--- src/rtl/rfp_pkg.sv ---
package rfp_pkg;

    // Widths of the configuration registers and of the write port.
    localparam int ARG_LIMIT_W = 5;
    localparam int LEN_LIMIT_W = 21;
    localparam int CFG_DATA_W  = LEN_LIMIT_W;
    localparam int CFG_IDX_W   = 1;

    // Largest values the limit registers can hold.
    localparam int unsigned     ARG_LIMIT_MAX = (1 << ARG_LIMIT_W) - 1;
    localparam longint unsigned LEN_LIMIT_MAX = (64'd1 << LEN_LIMIT_W) - 64'd1;

    // Register indexes.
    localparam logic [CFG_IDX_W-1:0] CFG_ARG_LIMIT = 1'b0;
    localparam logic [CFG_IDX_W-1:0] CFG_LEN_LIMIT = 1'b1;

    // Reset values of the limit registers.
    localparam logic [ARG_LIMIT_W-1:0] ARG_LIMIT_RST = 5'd16;
    localparam logic [LEN_LIMIT_W-1:0] LEN_LIMIT_RST = 21'd1048576;

    // Defaults of the top level parameters.
    localparam int unsigned     MAX_ARGS_DEF = 16;
    localparam longint unsigned MAX_BULK_DEF = 64'd1048576;

    // Result kinds.
    localparam logic [1:0] KIND_DATA    = 2'd0;
    localparam logic [1:0] KIND_ARG_END = 2'd1;
    localparam logic [1:0] KIND_EMPTY   = 2'd2;
    localparam logic [1:0] KIND_ERROR   = 2'd3;

    // Error codes.
    localparam logic [2:0] ERR_BAD_START  = 3'd0;
    localparam logic [2:0] ERR_NON_DIGIT  = 3'd1;
    localparam logic [2:0] ERR_MISSING_LF = 3'd2;
    localparam logic [2:0] ERR_NO_DOLLAR  = 3'd3;
    localparam logic [2:0] ERR_OVER_LIMIT = 3'd4;

    // Stream characters.
    localparam logic [7:0] CH_STAR   = 8'h2A;
    localparam logic [7:0] CH_DOLLAR = 8'h24;
    localparam logic [7:0] CH_CR     = 8'h0D;
    localparam logic [7:0] CH_LF     = 8'h0A;
    localparam logic [7:0] CH_ZERO   = 8'h30;
    localparam logic [7:0] CH_NINE   = 8'h39;

    typedef struct packed {
        logic [1:0] kind;
        logic [7:0] data_byte;
        logic [3:0] arg_index;
        logic       last_of_command;
        logic [2:0] error_code;
    } rfp_result_t;

endpackage

--- src/rtl/rfp_fsm.sv ---
module rfp_fsm
    import rfp_pkg::*;
#(
    parameter int unsigned     MAX_ARGS = MAX_ARGS_DEF,
    parameter longint unsigned MAX_BULK = MAX_BULK_DEF
)
(
    input  logic                   clk,
    input  logic                   rst_n,
    input  logic                   item_valid,
    input  logic [7:0]             item_byte,
    output logic                   take,
    input  logic [ARG_LIMIT_W-1:0] arg_limit,
    input  logic [LEN_LIMIT_W-1:0] len_limit,
    output logic                   out_valid,
    input  logic                   out_stall,
    output rfp_result_t            out_result
);

    // Effective ceilings: limit register values above these are clamped to them.
    localparam int unsigned     CNT_CAP = (MAX_ARGS < ARG_LIMIT_MAX) ? MAX_ARGS : ARG_LIMIT_MAX;
    localparam longint unsigned LEN_CAP = (MAX_BULK < LEN_LIMIT_MAX) ? MAX_BULK : LEN_LIMIT_MAX;
    localparam int CNT_W = $clog2(CNT_CAP + 1);
    localparam int LEN_W = $clog2(LEN_CAP + 1);
    localparam int ACC_W = (CNT_W > LEN_W) ? CNT_W : LEN_W;
    localparam int MUL_W = ACC_W + 4;

    typedef enum logic [3:0] {
        PH_START,
        PH_RESYNC,
        PH_COUNT,
        PH_COUNTLF,
        PH_DOLLAR,
        PH_LEN,
        PH_LENLF,
        PH_DATA,
        PH_TRAIL1,
        PH_TRAIL2
    } phase_t;

    phase_t         phase_reg, phase_next;
    logic [ACC_W-1:0] acc_reg, acc_next;
    logic [CNT_W-1:0] args_rem_reg, args_rem_next;
    logic [3:0]       cur_arg_reg, cur_arg_next;
    logic [LEN_W-1:0] bytes_rem_reg, bytes_rem_next;
    logic             out_valid_reg, out_valid_next;
    rfp_result_t      out_res_reg, out_res_next;

    logic [CNT_W-1:0] cnt_cap;
    logic [LEN_W-1:0] len_cap;
    logic [ACC_W-1:0] cap_sel;
    logic [MUL_W-1:0] acc_x10;
    logic             is_digit;
    logic             over;
    logic             res_hit;
    rfp_result_t      res;

    assign take = item_valid && (!out_valid_reg || !out_stall);

    assign cnt_cap = (32'(arg_limit) < CNT_CAP) ? CNT_W'(arg_limit) : CNT_W'(CNT_CAP);
    assign len_cap = (64'(len_limit) < LEN_CAP) ? LEN_W'(len_limit) : LEN_W'(LEN_CAP);
    assign cap_sel = (phase_reg == PH_COUNT) ? ACC_W'(cnt_cap) : ACC_W'(len_cap);

    // acc * 10 + digit, built from two shifts.
    assign acc_x10 = MUL_W'({acc_reg, 3'b000}) + MUL_W'({acc_reg, 1'b0})
                   + MUL_W'(item_byte[3:0]);
    assign is_digit = (item_byte >= CH_ZERO) && (item_byte <= CH_NINE);
    assign over     = acc_x10 > MUL_W'(cap_sel);

    always_comb
    begin
        phase_next     = phase_reg;
        acc_next       = acc_reg;
        args_rem_next  = args_rem_reg;
        cur_arg_next   = cur_arg_reg;
        bytes_rem_next = bytes_rem_reg;
        res_hit        = 1'b0;
        res            = '0;

        if (take)
        begin
            unique case (phase_reg)
                PH_START, PH_RESYNC:
                begin
                    if (item_byte == CH_STAR)
                    begin
                        acc_next   = '0;
                        phase_next = PH_COUNT;
                    end
                    else if (phase_reg == PH_START)
                    begin
                        phase_next     = PH_RESYNC;
                        res_hit        = 1'b1;
                        res.kind       = KIND_ERROR;
                        res.error_code = ERR_BAD_START;
                    end
                end
                PH_COUNT, PH_LEN:
                begin
                    if (item_byte == CH_CR)
                    begin
                        phase_next = (phase_reg == PH_COUNT) ? PH_COUNTLF : PH_LENLF;
                    end
                    else if (!is_digit || over)
                    begin
                        phase_next     = PH_RESYNC;
                        res_hit        = 1'b1;
                        res.kind       = KIND_ERROR;
                        res.error_code = is_digit ? ERR_OVER_LIMIT : ERR_NON_DIGIT;
                    end
                    else
                    begin
                        acc_next = acc_x10[ACC_W-1:0];
                    end
                end
                PH_COUNTLF:
                begin
                    if (item_byte != CH_LF)
                    begin
                        phase_next     = PH_RESYNC;
                        res_hit        = 1'b1;
                        res.kind       = KIND_ERROR;
                        res.error_code = ERR_MISSING_LF;
                    end
                    else if (acc_reg == '0)
                    begin
                        phase_next          = PH_START;
                        res_hit             = 1'b1;
                        res.kind            = KIND_EMPTY;
                        res.last_of_command = 1'b1;
                    end
                    else
                    begin
                        args_rem_next = acc_reg[CNT_W-1:0];
                        cur_arg_next  = '0;
                        phase_next    = PH_DOLLAR;
                    end
                end
                PH_DOLLAR:
                begin
                    if (item_byte != CH_DOLLAR)
                    begin
                        phase_next     = PH_RESYNC;
                        res_hit        = 1'b1;
                        res.kind       = KIND_ERROR;
                        res.error_code = ERR_NO_DOLLAR;
                    end
                    else
                    begin
                        acc_next   = '0;
                        phase_next = PH_LEN;
                    end
                end
                PH_LENLF:
                begin
                    if (item_byte != CH_LF)
                    begin
                        phase_next     = PH_RESYNC;
                        res_hit        = 1'b1;
                        res.kind       = KIND_ERROR;
                        res.error_code = ERR_MISSING_LF;
                    end
                    else
                    begin
                        bytes_rem_next = acc_reg[LEN_W-1:0];
                        phase_next     = (acc_reg == '0) ? PH_TRAIL1 : PH_DATA;
                    end
                end
                PH_DATA:
                begin
                    res_hit       = 1'b1;
                    res.kind      = KIND_DATA;
                    res.data_byte = item_byte;
                    res.arg_index = cur_arg_reg;
                    if (bytes_rem_reg != '0)
                    begin
                        bytes_rem_next = bytes_rem_reg - LEN_W'(1);
                    end
                    if (bytes_rem_reg <= LEN_W'(1))
                    begin
                        phase_next = PH_TRAIL1;
                    end
                end
                PH_TRAIL1:
                begin
                    phase_next = PH_TRAIL2;
                end
                PH_TRAIL2:
                begin
                    res_hit             = 1'b1;
                    res.kind            = KIND_ARG_END;
                    res.arg_index       = cur_arg_reg;
                    res.last_of_command = args_rem_reg <= CNT_W'(1);
                    if (args_rem_reg != '0)
                    begin
                        args_rem_next = args_rem_reg - CNT_W'(1);
                    end
                    cur_arg_next = cur_arg_reg + 4'd1;
                    phase_next   = (args_rem_reg <= CNT_W'(1)) ? PH_START : PH_DOLLAR;
                end
                default:
                begin
                    phase_next = PH_RESYNC;
                end
            endcase
        end
    end

    // The result register is reloaded whenever an item is parsed; otherwise
    // it empties once the receiver takes it.
    always_comb
    begin
        out_res_next   = out_res_reg;
        out_valid_next = out_valid_reg;
        if (take)
        begin
            out_valid_next = res_hit;
            out_res_next   = res;
        end
        else if (!out_stall)
        begin
            out_valid_next = 1'b0;
        end
    end

    always_ff @(posedge clk or negedge rst_n)
    begin
        if (!rst_n)
        begin
            phase_reg     <= PH_START;
            acc_reg       <= '0;
            args_rem_reg  <= '0;
            cur_arg_reg   <= '0;
            bytes_rem_reg <= '0;
            out_valid_reg <= 1'b0;
            out_res_reg   <= '0;
        end
        else
        begin
            phase_reg     <= phase_next;
            acc_reg       <= acc_next;
            args_rem_reg  <= args_rem_next;
            cur_arg_reg   <= cur_arg_next;
            bytes_rem_reg <= bytes_rem_next;
            out_valid_reg <= out_valid_next;
            out_res_reg   <= out_res_next;
        end
    end

    assign out_valid  = out_valid_reg;
    assign out_result = out_res_reg;

endmodule

--- src/rtl/resp_command_frame_parser.sv ---
// Request frame parser: '*' count CR LF, then per argument '$' length CR LF,
// payload bytes and two trailing bytes.
// Input channel: in_valid / in_stall / in_byte, one stream byte per item.
// Output channel: out_valid / out_stall with kind, data_byte, arg_index,
// last_of_command and error_code. Each input item gives zero or one result.
// Limits are written through cfg_we / cfg_index / cfg_data while idle; the
// user must keep to this, as the block itself does not enforce it.
// An accepted item is held in the input register until the parser takes it;
// the parser's result for it (if any) is loaded into the result register.
// Throughput: one item per cycle while the receiver does not stall; the input
// register and the result register decouple the two sides, and the whole
// state update for one byte sits between them.
// When the receiver stalls on a held result, the result register holds and
// the parser stops; the input register absorbs at most one more item and
// then in_stall rises.
// Reset clears the parser to wait for a frame start, empties both registers
// and restores the limits to 16 arguments and 1048576 bytes.
module resp_command_frame_parser
    import rfp_pkg::*;
#(
    parameter int unsigned     MAX_ARGS = MAX_ARGS_DEF,
    parameter longint unsigned MAX_BULK = MAX_BULK_DEF
)
(
    input  logic                  clk,
    input  logic                  rst_n,
    input  logic                  in_valid,
    output logic                  in_stall,
    input  logic [7:0]            in_byte,
    output logic                  out_valid,
    input  logic                  out_stall,
    output logic [1:0]            kind,
    output logic [7:0]            data_byte,
    output logic [3:0]            arg_index,
    output logic                  last_of_command,
    output logic [2:0]            error_code,
    input  logic                  cfg_we,
    input  logic [CFG_IDX_W-1:0]  cfg_index,
    input  logic [CFG_DATA_W-1:0] cfg_data
);

    logic                   in_valid_reg, in_valid_next;
    logic [7:0]             in_byte_reg, in_byte_next;
    logic [ARG_LIMIT_W-1:0] arg_limit_reg, arg_limit_next;
    logic [LEN_LIMIT_W-1:0] len_limit_reg, len_limit_next;
    logic                   take;
    logic                   accept;
    rfp_result_t            result;

    assign in_stall = in_valid_reg && !take;
    assign accept   = in_valid && !in_stall;

    always_comb
    begin
        in_valid_next = in_valid_reg;
        in_byte_next  = in_byte_reg;
        if (accept)
        begin
            in_valid_next = 1'b1;
            in_byte_next  = in_byte;
        end
        else if (take)
        begin
            in_valid_next = 1'b0;
        end
    end

    always_comb
    begin
        arg_limit_next = arg_limit_reg;
        len_limit_next = len_limit_reg;
        if (cfg_we)
        begin
            unique case (cfg_index)
                CFG_ARG_LIMIT: arg_limit_next = cfg_data[ARG_LIMIT_W-1:0];
                CFG_LEN_LIMIT: len_limit_next = cfg_data[LEN_LIMIT_W-1:0];
                default:       arg_limit_next = arg_limit_reg;
            endcase
        end
    end

    always_ff @(posedge clk or negedge rst_n)
    begin
        if (!rst_n)
        begin
            in_valid_reg  <= 1'b0;
            arg_limit_reg <= ARG_LIMIT_RST;
            len_limit_reg <= LEN_LIMIT_RST;
        end
        else
        begin
            in_valid_reg  <= in_valid_next;
            arg_limit_reg <= arg_limit_next;
            len_limit_reg <= len_limit_next;
        end
    end

    always_ff @(posedge clk)
    begin
        in_byte_reg <= in_byte_next;
    end

    rfp_fsm #(
        .MAX_ARGS (MAX_ARGS),
        .MAX_BULK (MAX_BULK)
    ) u_fsm (
        .clk        (clk),
        .rst_n      (rst_n),
        .item_valid (in_valid_reg),
        .item_byte  (in_byte_reg),
        .take       (take),
        .arg_limit  (arg_limit_reg),
        .len_limit  (len_limit_reg),
        .out_valid  (out_valid),
        .out_stall  (out_stall),
        .out_result (result)
    );

    assign kind            = result.kind;
    assign data_byte       = result.data_byte;
    assign arg_index       = result.arg_index;
    assign last_of_command = result.last_of_command;
    assign error_code      = result.error_code;

endmodule

--- config.mk ---
export PLATFORM = sky130hd
export DESIGN_NAME = resp_command_frame_parser
export DESIGN_NICKNAME = d
export VERILOG_FILES = /design/src/rtl/rfp_pkg.sv /design/src/rtl/rfp_fsm.sv /design/src/rtl/resp_command_frame_parser.sv
export SDC_FILE = /design/constraint.sdc
export NUM_CORES = 1
export LEC_CHECK = 0
export ABC_AREA = 1
export BUFFER_PORTS_ARGS = -buffer_cell sky130_fd_sc_hd__buf_4
export CAP_MARGIN = 25
export CELL_PAD_IN_SITES_DETAIL_PLACEMENT = 0
export CELL_PAD_IN_SITES_GLOBAL_PLACEMENT = 1
export CORE_ASPECT_RATIO = 1.2
export CORE_UTILIZATION = 39
export DETAILED_ROUTE_END_ITERATION = 8
export GPL_TIMING_DRIVEN = 1
export PLACE_DENSITY_LB_ADDON = 0.12
export SLEW_MARGIN = 20
export SYNTH_ARGS = -nofsm -noshare
export SYNTH_HDL_FRONTEND = slang
export SYNTH_HIERARCHICAL = 1
export SYNTH_SLANG_ARGS = --single-unit
--- constraint.sdc ---
create_clock -name clk -period 4.8 [get_ports clk]
set_input_delay 1.44 -clock clk [delete_from_list [all_inputs] [get_ports clk]]
set_output_delay 1.44 -clock clk [all_outputs]
set_load 0.01 [all_outputs]
# After elaboration in Yosys (flattened, before gate mapping)
# Index checks and enable logic that the tools add are counted.
# totals
inputBits	35
output_inout_bits	20
reg_bits	109
wordCells	147
# op_classes
eq_ne	26
addsub	5
n_reduce_logical	30
bitwise_logic	1
muxes	63
magnitude_cmp	7
# op_table
op	count
$mux W21	8
$pmux W21 S3	1
$pmux W21 S2	1
$mux W4	10
$pmux W4 S8	1
$add A24 B22 Y25	1
$add A25 B4 Y25	1
$gt A25 B21 Y1	1
$mux W3	8
$le A21 B1 Y1 const B	1
$logic_not A21 Y1	1
$lt A21 B21 Y1 const B	1
$reduce_bool A21 Y1	1
$sub A21 B1 Y21 const B	1
$mux W2	10
$mux W5	4
$eq A4 B3 Y1 const B	4
$mux W1	13
$ne A2 B2 Y1 const B	6
$pmux W2 S6	1
$reduce_and A4 Y1	3
$ne A2 B1 Y1 const B	5
$pmux W5 S2	1
$pmux W3 S3	1
30 further kinds	47

# Logic depth before layout (Yosys ltp)
# Gate-level depths: netlist (run 1).
# logic_depth
word_depth	9
ltp_mapped	27
mapped_depth_nobuf	26

# By module
# The synthesis (run 1) kept the hierarchy.
# by_module_without_submodules
mod	n_inst	area_each_um2	seq_area_each_um2	cells_per_inst
rfp_fsm	1	6417.4	1851.8	949
resp_command_frame_parser	1	1325.0	918.4	128

# Worst setup path after synthesis (run 1)
# OpenSTA, ideal clock, no wires.
# synth_path
path_kind	register -> register
startpoint	reg in_byte_reg[3]
endpoint	reg u_fsm.acc_reg[0]
path_slack_ns	0.973
t_arrival_ns	3.704
path_stages_with_launch	26
path_cell_list	edfxtp_1 > inv_1 > fa_1 > inv_1 > fa_1 > nand3_1 > nand2_1 > nand2_1 > nand2_1 > a21oi_1 > o21ai_0 > xor2_1 > ha_1 > nand2_1 > nor2_1 > nand4_1 > nor2_1 > nand3_1 > nand2_1 > nand4_1 > nand2_1 > nand2_1 > buf_6 > buf_6 > nand2_1 > o21ai_1
# synth_between
elab_chain_len	6
word_cells_on_any_way	15
# synth_rtl
item	line_no	source
start: declaration	resp_command_frame_parser.sv:43	logic [7:0] in_byte_reg, in_byte_next;
start signal: assignment	resp_command_frame_parser.sv:100	in_byte_reg <= in_byte_next;
branches (longest 5 deep; another with $add A25 B4 Y25)	--	
$reduce_and A6 Y1 (no source line) (*)	--	
end signal: assignment	rfp_fsm.sv:241	acc_reg <= acc_next;
end: declaration	rfp_fsm.sv:42	logic [ACC_W-1:0] acc_reg, acc_next;
# Mark *: on every way between the ends.
# A chain may end at the register's enable or synchronous reset.

# Worst setup path after layout (run 1)
# layout_path
startpoint	reg u_fsm.acc_reg[0]
endpoint	reg u_fsm.acc_reg[12]
# layout_between
elab_chain_len	6
word_cells_on_any_way	9
# layout_rtl
item	line_no	source
$add A24 B22 Y25 (*)	rfp_fsm.sv:65	assign acc_x10 = MUL_W'({acc_reg, 3'b000}) + MUL_W'({acc_reg, 1'b0})
$add A25 B4 Y25 (*)	rfp_fsm.sv:66	+ MUL_W'(item_byte[3:0]);
$gt A25 B21 Y1	rfp_fsm.sv:68	assign over = acc_x10 > MUL_W'(cap_sel);
$logic_or A1 B1 Y1	rfp_fsm.sv:104	else if (!is_digit || over)
$ne A2 B2 Y1 (no source line)	--	
$reduce_and A6 Y1 (no source line)	--	
# Mark *: on every way between the ends. The rest lies on a longest branch, timed or not. The select of a mux whose other input is x is not followed.

==> results.py, run 1 <==
metrics = {
    "floorplan": {
        "core_sq_mm": 0.01948,
        "floorplan.initialDensity_pct": 39.75,
        "die_y_um": 156.3,
        "dieArea_sq_mm": 0.02042,
        "rows": 56,
        "ios": 55,
        "chipWidth_um": 130.6,
    },
    "min_path": {
        "hp-class": "register to register",
        "holdCritStartpoint": "arg_limit_reg[4]",
        "hold_depth": 2,
        "worst_hold_path.endpoint": "arg_limit_reg[4]",
    },
    "critical_path": {
        "end_kind": "register",
        "r2r_cells": 25,
        "worstPathRequired_ns": 5.09,
        "cp_max_fo": 39,
        "r2r-start": "u_fsm/acc_reg[0]",
        "cp_data_arrival_time_ns": 4.69,
        "rrSetupSlack_ns": 0.40,
        "crit_type": "register to register",
        "r2r-end": "u_fsm/acc_reg[12]",
        "critPathLaunchType": "register",
    },
    "place": {
        "place_congestion": 0.9280,
        "dpl_cell_area_sq_mm": 0.008398,
        "pre_cts_ws_ns": 0.3073,
        "dp_hpwl_mm": 16.06,
        "port_buffers": 54,
    },
    "sta": {
        "fmaxAchievable_mhz": 227.4,
        "tightest_slew_ns": 0.7098,
        "clock_skew_ns": 0.008869,
        "slew_viol_final": 0,
        "slew_headroom_pct": 52.51,
        "fin_ws_ns": 0.4026,
        "hold_violations": 0,
        "whs_ns": 0.4743,
        "tns_ns": 0,
        "rsz0062_at_grt": "false",
        "timing.final.crit_period_ns": 4.397,
        "setup_violations": 0,
        "period_share_pct": 91.61,
    },
    "logic_synthesis": {
        "synth_top_family_by_area": "simple AND/OR/NAND/NOR gates",
        "muxShareOfSynthArea_pct": 0,
        "yosys.area_share.simple_pct": 29.82,
        "syn_area_sq_mm": 0.007742,
        "synth_fa_ha_area_share_pct": 11.51,
        "yosys_warnings": 6,
        "synthCells": 1077,
        "synth-seq-cells": 109,
        "syn-num-nets": 1182,
        "yosys.area.top_type": "dfrtp_1",
        "synthTopCellsByArea": "dfrtp_1, nand2_1, ha_1",
        "synth_compound_area_share_pct": 11.72,
        "synth_seq_area_share_pct": 35.78,
        "synth_xor_area_share_pct": 2.715,
        "ys_types": 44,
        "avgSynthCellArea_sq_um": 7.189,
        "synth_top_area_share_pct": 32.00,
    },
    "cts": {
        "htree_levels": 3,
        "clock_latency_ns": 0.36,
        "clk_pin_slew_worst_paths_ns": 0.08,
        "cts_sinks": 109,
        "clockBufferDepth": 2,
        "cts_root_buffer": "clkbuf_16",
        "cts_inserted_buffers": 9,
        "cts_tree": "done",
    },
    "finish": {
        "stdcell_area_sq_mm": 0.008706,
        "final_common_cell": "nand2_1",
        "layout_common_cells": "nand2_1, inv_1, dfrtp_1",
        "fillers": 2102,
        "diodes": 0,
        "drive_gt1_share_pct": 8.865,
        "syn_to_final_growth_pct": 12.44,
        "layout.nets": 1228,
    },
    "grt": {
        "grt_overflow_total": 0,
        "antenna_found_initial": 0,
        "groute.usage.overall_pct": 21.43,
        "grt_max_degree": 62,
        "grt_pass1_vias": 6799,
        "grt_pass1_wl_mm": 34.02,
    },
    "pwr": {
        "ir_drop_mv": 0.1495,
        "p_comb_share_pct": 15.3,
        "powerDensity_mw_per_mm2": 243.1,
        "p_leak_nw": 4.651,
        "swShare_pct": 30.05,
        "power_frac_clock_pct": 35.7,
        "power_frac_seq_pct": 49.0,
        "power.switching_uw": 636.0,
        "internal_power_mw": 1.480,
    },
    "routing": {
        "vias": 7010,
        "drt_iter0_markers": 479,
        "drcViolationCount": 0,
        "postRouteAntennaNets": 0,
        "totalWireLength_mm": 20.47,
        "wl_per_cell_um": 14.74,
        "via_per_inst": 5.047,
        "dr.pass1.iters": 7,
    },
    "job": {
        "drv_cap": 0,
    },
    "outcome": {
        "outcome": "finished, final reports clean",
    },
}
per-stage QoR:
stage | cells | power (mW) | util, %
floorplan | 1077 | 1.255 | -
global placement | 1373 | 1.383 | 43.11
detailed placement | 1373 | 1.384 | 43.11
CTS | 1389 | 2.145 | 44.64
global route | 1389 | 2.236 | 44.69
finish | 1389 | 2.116 | 44.69
cells by family after synthesis:
family,count (synthesis)
AOI/OAI and AO/OA,161
xor gates and xnor gates,24
adders and majority gates,70
buffers and inverters,162
DFF,109
and+or+nand+nor,551
synthesized netlist by cell type (all sizes together):
cell	number
nand2	339
clkbuf	12
o211ai	9
a211oi	1
or2	1
a22o	4
fa	2
a22oi	2
o2111ai	1
a31oi	8
nor3	10
dfrtp	99
o21ai	80
nor2	93
o221ai	1
ha	68
buf	15
a41oi	1
dfstp	2
a21o	2
xnor2	7
o21a	2
nand3b	3
nor4	8
edfxtp	8
o22ai	5
clkinv	1
xor2	17
nand3	78
nand4	18
inv	134
o21bai	3
o31ai	3
nor3b	1
a21oi	39
worst max path at each step:
stage	cells after the start	to	startpoint	slack (ns)
CTS	24	u_fsm/acc_reg[7]	u_fsm/acc_reg[0]	0.28
global placement	24	u_fsm/acc_reg[20]	in_byte_reg[3]	0.37
detailed placement	24	u_fsm/acc_reg[7]	u_fsm/acc_reg[0]	0.31
global route	24	u_fsm/phase_reg[0]	in_byte_reg[3]	0.01
floorplan	25	u_fsm/acc_reg[0]	in_byte_reg[3]	0.97
finish	25	u_fsm/acc_reg[12]	u_fsm/acc_reg[0]	0.40
layer usage:
layer,vias up,track usage [%],wire length [um]
met5,-,0,0
li1,3612,-,-
met1,3251,28.46,9534
met4,0,7.115,425
met2,125,35.73,9894
met3,22,2.701,621
timing repair:
item / in CTS / in global routing
buffers inserted: 0 / 0
resized for setup: 0 / 3
hold buffers: 0 / 0
endpoints found under the setup margin: 0 / 25
hold endpoints to repair: 0 / 0
critical path: stages, from the launching register on:
cell and delay, ns:
dfrtp_1 0.42, inv_1 0.11, fa_1 0.51, inv_1 0.07, fa_1 0.48, nand3_1 0.10, nand2_1 0.14, nand2_1 0.10
nand2_1 0.11, a21oi_1 0.23, o21ai_0 0.13, xor2_1 0.19, ha_1 0.32, nand2_1 0.07, nor2_1 0.16, nand4_1 0.14
nor2_2 0.14, nand2_1 0.07, nand3_1 0.06, nand2_1 0.09, nand4_1 0.12, nand2_1 0.06, nand2_1 0.12, buf_8 0.22
nand2_1 0.08, o21ai_1 0.08
power by group through the flow:
stage / registers (mW) / clock network, mW / logic, mW
final: 1.04 / 0.756 / 0.323
after detailed placement: 1.05 / 0 / 0.330
after CTS: 1.04 / 0.778 / 0.331
after global placement: 1.05 / 0 / 0.329
after global routing: 1.05 / 0.809 / 0.379
after floorplan: 1.05 / 0 / 0.205
final cells by class:
class                   instances  area, sq um  share of cell area, %
multi-input cells             806         4319                  49.61
flip-flops and latches        109         2770                  31.82
inverters                     135        506.7                  5.821
repair buffers                 62        485.5                  5.576
well taps                     261        326.6                  3.751
clock buffers                   9        225.2                  2.587
clock inverters                 7        72.57                 0.8336
Note: power is estimated with default switching activity, not from simulation.
==> run 2: changes to the inputs <==
Settings changed: SYNTH_HIERARCHICAL 1 to default.
==> run 2 against run 1 <==
Combinational power grew 7.7%. Final area shrank 1.1%. Wire length shrank 2.7%. First-iteration DRC count shrank 37%. Worst setup slack lost 0.058 ns. Hold slack gained 0.016 ns. Sequential cell count is the same. Die area shrank 2.7%. Cell count shrank 4.2%. Register-to-register slack lost 0.06 ns. Sequential power is essentially flat. Sequential share of layout area grew 0.34 points. Largest cell class unchanged. Largest power group unchanged.
==> results.py, run 2 <==
metrics = {
    "outcome": {
        "outcome": "finished, final reports clean",
    },
    "pwr": {
        "power_frac_seq_pct": 48.0,
        "power.switching_uw": 665.0,
        "ir_drop_mv": 0.1667,
        "power_frac_clock_pct": 36.0,
        "p_comb_share_pct": 16.0,
        "internal_power_mw": 1.509,
        "p_leak_nw": 4.440,
        "powerDensity_mw_per_mm2": 252.4,
        "swShare_pct": 30.59,
    },
    "floorplan": {
        "floorplan.initialDensity_pct": 39.93,
        "core_sq_mm": 0.01886,
        "chipWidth_um": 128.8,
        "ios": 55,
        "dieArea_sq_mm": 0.01987,
        "rows": 55,
        "die_y_um": 154.2,
    },
    "routing": {
        "totalWireLength_mm": 19.93,
        "dr.pass1.iters": 5,
        "wl_per_cell_um": 14.98,
        "drt_iter0_markers": 303,
        "drcViolationCount": 0,
        "postRouteAntennaNets": 0,
        "via_per_inst": 5.032,
        "vias": 6693,
    },
    "logic_synthesis": {
        "synth_edf_count": 8,
        "synthTopCellsByArea": "dfrtp_1, nand2_1, ha_1",
        "yosys_warnings": 0,
        "yosys.area.top_type": "dfrtp_1",
        "avgSynthCellArea_sq_um": 7.455,
        "yosysMostFrequentCell": "nand2_1",
        "netlist_top_cells_count": "nand2_1, inv_1, nor2_1",
        "synthCells": 1010,
        "synth_seq_area_share_pct": 36.79,
        "synth_top_area_share_pct": 32.90,
        "syn_area_sq_mm": 0.007530,
        "synth-main-ff-cell": "dfrtp_1",
        "ys_types": 49,
        "syn-num-nets": 1114,
        "synthArstFlopShare_pct": 92.66,
        "synth-seq-cells": 109,
    },
    "sta": {
        "rsz0062_at_grt": "false",
        "fmaxAchievable_mhz": 224.5,
        "setup_violations": 0,
        "tns_ns": 0,
        "slew_headroom_pct": 33.69,
        "period_share_pct": 92.81,
        "tightest_slew_ns": 0.9923,
        "timing.final.crit_period_ns": 4.455,
        "fin_ws_ns": 0.3451,
        "hold_violations": 0,
        "slew_viol_final": 0,
        "whs_ns": 0.4906,
        "clock_skew_ns": 0.01156,
    },
    "critical_path": {
        "cp_data_arrival_time_ns": 4.70,
        "cp_max_fo": 8,
        "critPathLaunchType": "register",
        "worstPathRequired_ns": 5.05,
        "end_kind": "register",
        "crit_type": "register to register",
    },
    "cts": {
        "cts_tree": "done",
        "htree_levels": 3,
        "clock_latency_ns": 0.37,
        "cts_sinks": 109,
        "clk_pin_slew_worst_paths_ns": 0.08,
        "cts_root_buffer": "clkbuf_16",
        "cts_inserted_buffers": 9,
        "clockBufferDepth": 2,
        "cts_hold_buf": 0,
    },
    "grt": {
        "grt_overflow_total": 0,
        "groute.usage.overall_pct": 21.49,
        "grt_pass1_vias": 6442,
        "grt_pass1_wl_mm": 33.02,
        "grt_max_degree": 62,
        "antenna_found_initial": 0,
    },
    "finish": {
        "final_common_cell": "nand2_1",
        "drive_gt1_share_pct": 11.55,
        "layout.nets": 1173,
        "layout_common_cells": "nand2_1, inv_1, nor2_1, dfrtp_1, buf_4",
        "diodes": 0,
        "syn_to_final_growth_pct": 14.39,
        "stdcell_area_sq_mm": 0.008613,
    },
    "place": {
        "dpl_cell_area_sq_mm": 0.008278,
        "port_buffers": 54,
        "pre_cts_ws_ns": 0.03890,
        "dp_hpwl_mm": 15.61,
        "place_congestion": 0.8954,
    },
    "min_path": {
        "hp-class": "register to register",
    },
    "job": {
        "drv_cap": 0,
    },
}
-- run 2: cell count changes after synthesis, sizes merged, moves of 3 or more --
cell,previous run,this run
o211ai,9,6
xor2,17,13
nand3,78,49
inv,134,123
nor3,10,14
mux2,0,16
nand2,339,291
buf,15,11
o21ai,80,86
nor4,8,5
nor2,93,101
-- run 2: critical path, stage by stage (launching register included) --
cell and delay (ns):
dfrtp_1 0.43, inv_1 0.12, fa_1 0.51, inv_1 0.07, fa_1 0.46, nand3_1 0.09, nand2_1 0.13, nand2_1 0.09
nand2_1 0.11, a21oi_2 0.19, o21ai_1 0.13, xor2_1 0.19, ha_1 0.33, nand2_1 0.07, inv_1 0.05, nand3_1 0.09
inv_1 0.06, a21oi_1 0.15, nand2_1 0.07, nand2_1 0.05, nand2_1 0.04, nand2_1 0.10, nand4_1 0.22, buf_4 0.22
o21ai_2 0.28, o21ai_0 0.12
-- run 2: through the flow --
step                power (mW)  utilization, %  std cells
global placement         1.415           43.90       1312
floorplan                1.269               -       1010
finish                   2.174           45.68       1330
detailed placement       1.418           43.90       1312
global route             2.293           45.68       1330
CTS                      2.208           45.51       1328
-- run 2: layer usage --
layer	share of wire (%)	GRT usage, %	vias up
met5	0	0	-
met4	1.8	7.675	0
met3	2.1	1.937	20
met2	48	35.57	100
met1	48	29.18	3112
li1	-	-	3461
-- run 2: final cells by class --
| class | count | area [sq um] |
|---|---|---|
| repair buffers | 70 | 541.8 |
| clock inverters | 7 | 77.57 |
| flip-flops and latches | 109 | 2770 |
| fillers | 2016 | 10240 |
| well taps | 256 | 320.3 |
| inverters | 123 | 461.7 |
| multi-input cells | 756 | 4217 |
| clock buffers | 9 | 225.2 |
-- run 2: power by group through the flow --
stage | Sequential, mW | Clock, mW | Combinational, mW
finish | 1.04 | 0.784 | 0.348
global route | 1.05 | 0.839 | 0.403
CTS | 1.04 | 0.809 | 0.357
detailed placement | 1.06 | 0 | 0.356
global placement | 1.06 | 0 | 0.355
floorplan | 1.06 | 0 | 0.214
-- run 2: what timing repair did --
action / in CTS / in global routing
setup buffers: 0 / 1
endpoints found under the setup margin: 0 / 25
endpoints found under the hold margin: 0 / 0
resized for setup: 0 / 5
-- run 2: final timing paths --
kind	slack [ns]	depth (start not counted)	end	start
max in group asynchronous	2.78	2	arg_limit_reg[4]	rst_n
worst max register to register	0.35	25	u_fsm.phase_reg[2]	u_fsm.acc_reg[0]
min in group asynchronous	1.13	1	u_fsm.bytes_rem_reg[15]	rst_n
worst min register to register	0.49	2	u_fsm.out_result[17]	u_fsm.out_result[17]
worst min-delay path	0.49	2	u_fsm.out_result[17]	u_fsm.out_result[17]
worst max-delay path	0.35	25	u_fsm.phase_reg[2]	u_fsm.acc_reg[0]
-- run 2: cells by family (layout without fill, tap and decap cells) --
logic type               after synthesis  count (layout)  synth area share, %
multiplexers                          16              16                2.393
AO/OA/AOI/OAI                        168             168                12.93
buffers and inverters                145             209                7.428
flip-flops                           109             109                36.79
AND/OR/NAND/NOR                      481             481                26.24
XOR/XNOR                              22              22                2.559
adder cells (fa/ha/maj)               69              69                11.66
==> run 3: changes to the inputs <==
Settings changed: SETUP_SLACK_MARGIN from default to 0.5.
==> run 3 against run 2 <==
Critical path depth increased by 2. Register-to-register slack improved by 0.35 ns. Critical endpoint is now u_fsm.acc_reg[19]. Non-clock buffer count increased by 14. Power increased by 0.41%.
==> results.py, run 3 (synthesis results as in run 2) <==
metrics = {
    "outcome": {
        "outcome": "finished, final reports clean",
    },
    "pwr": {
        "power.switching_uw": 668.6,
        "internal_power_mw": 1.515,
        "p_comb_share_pct": 16.4,
        "powerDensity_mw_per_mm2": 243.8,
        "p_leak_nw": 4.587,
        "power_frac_clock_pct": 35.8,
        "power_frac_seq_pct": 47.8,
        "swShare_pct": 30.63,
        "ir_drop_mv": 0.1670,
    },
    "critical_path": {
        "r2r_cells": 27,
        "cp_max_fo": 8,
        "critPathLaunchType": "register",
        "end_kind": "register",
        "cp_data_arrival_time_ns": 4.36,
        "worstPathRequired_ns": 5.06,
        "crit_type": "register to register",
    },
    "floorplan": {
        "ios": 55,
        "core_sq_mm": 0.01886,
        "chipWidth_um": 128.8,
        "floorplan.initialDensity_pct": 39.93,
        "rows": 55,
        "die_y_um": 154.2,
        "dieArea_sq_mm": 0.01987,
    },
    "grt": {
        "grt_pass1_vias": 6459,
        "grt_overflow_total": 0,
        "grt_pass1_wl_mm": 33.10,
        "grt_max_degree": 62,
        "antenna_found_initial": 0,
        "groute.usage.overall_pct": 21.53,
    },
    "sta": {
        "fmaxAchievable_mhz": 243.7,
        "tightest_slew_ns": 1.044,
        "fin_ws_ns": 0.6972,
        "tns_ns": 0,
        "setup_violations": 0,
        "slew_viol_final": 0,
        "slew_headroom_pct": 30.21,
        "rsz0062_at_grt": "false",
        "hold_violations": 0,
        "period_share_pct": 85.47,
        "timing.final.crit_period_ns": 4.103,
        "clock_skew_ns": 0.007853,
    },
    "routing": {
        "vias": 6789,
        "drcViolationCount": 0,
        "wl_per_cell_um": 15.28,
        "totalWireLength_mm": 20.56,
        "postRouteAntennaNets": 0,
        "dr.pass1.iters": 5,
        "via_per_inst": 5.048,
        "drt_iter0_markers": 349,
    },
    "cts": {
        "cts_tree": "done",
        "htree_levels": 3,
        "clk_pin_slew_worst_paths_ns": 0.08,
        "cts_root_buffer": "clkbuf_16",
        "cts_sinks": 109,
        "clock_latency_ns": 0.37,
        "cts_inserted_buffers": 9,
        "clockBufferDepth": 2,
    },
    "finish": {
        "final_common_cell": "nand2_1",
        "drive_gt1_share_pct": 14.88,
        "diodes": 0,
        "layout.nets": 1188,
        "syn_to_final_growth_pct": 18.94,
        "layout_common_cells": "nand2_1, inv_1, dfrtp_1",
    },
    "place": {
        "place_congestion": 0.8954,
        "pre_cts_ws_ns": 0.03890,
        "port_buffers": 54,
        "dp_hpwl_mm": 15.61,
    },
    "min_path": {
        "hp-class": "register to register",
        "hold_depth": 2,
    },
    "job": {
        "drv_cap": 0,
    },
}
run 3: changes by cell type in the layout (fill, tap and decap cells not counted), sizes merged:
cell | before | now
buf | 70 | 81
clkbuf | 9 | 12
nand2 | 291 | 292
run 3: path summary, 6_finish.rpt:
check                                      from                 endpoint  slack [ns]
max                              in_byte_reg[3]        u_fsm.acc_reg[19]        0.70
min                        u_fsm.out_result[17]     u_fsm.out_result[17]        0.49
max reg2reg                      in_byte_reg[3]        u_fsm.acc_reg[19]        0.70
min reg2reg                u_fsm.out_result[17]     u_fsm.out_result[17]        0.49
max in group asynchronous                 rst_n         arg_limit_reg[4]        2.76
min in group asynchronous                 rst_n  u_fsm.bytes_rem_reg[15]        1.15
run 3: timing repair:
action | CTS | global route
setup buffers | 4 | 7
gates resized for setup | 7 | 29
cloned | 0 | 5
hold buffers | 0 | 0
pin swaps | 3 | 11
endpoints found under the setup margin | 28 | 28
run 3: through the flow:
stage	util (%)	cell area [sq um]	cells	hold slack [ns]	power (mW)
final	47.50	8956	1345	0.4896	2.183
after global routing	47.50	8956	1345	0.5129	2.304
after detailed placement	43.90	8278	1312	0.4734	1.418
after CTS	45.75	8627	1332	0.4958	2.209
after global placement	43.90	8278	1312	0.4675	1.415
after floorplan	-	7530	1010	0.4530	1.269
run 3: worst max-delay path, stage by stage, from the launching register on:
cell,delay [ns]
edfxtp_1,0.38
inv_2,0.07
fa_1,0.53
inv_1,0.07
fa_2,0.36
nand3_2,0.07
nand2_2,0.08
nand2_2,0.09
nand2_4,0.07
a21oi_4,0.16
o21ai_4,0.09
xor2_2,0.17
ha_1,0.30
nand2_1,0.07
inv_1,0.04
nand3_1,0.09
inv_1,0.06
a21oi_1,0.15
nand2_1,0.07
nand2_1,0.05
nand2_1,0.05
nand2_2,0.09
nand4_1,0.20
nand2_2,0.22
nand2_8,0.13
clkbuf_16,0.20
nand2_1,0.05
o21ai_1,0.06
run 3: layer usage:
metal	routed length, um	global-route usage (%)
met5	0	0
met4	407	7.675
met3	369	1.937
met2	9931	35.65
met1	9849	29.24
run 3: power groups by stage:
stage	clock [mW]	sequential, mW	combinational (mW)
final	0.782	1.04	0.358
after global routing	0.841	1.05	0.412
after CTS	0.809	1.04	0.357
after detailed placement	0	1.06	0.356
after global placement	0	1.06	0.355
after floorplan	0	1.06	0.214
run 3: final cells by class:
cell class / count / area, sq um
clock inverter: 7 / 77.57
timing repair buffer: 84 / 703.2
clock buffer: 9 / 225.2
sequential: 109 / 2770
multi-input combinational: 757 / 4398
inverter: 123 / 461.7
tap: 256 / 320.3
fill: 1982 / 9899
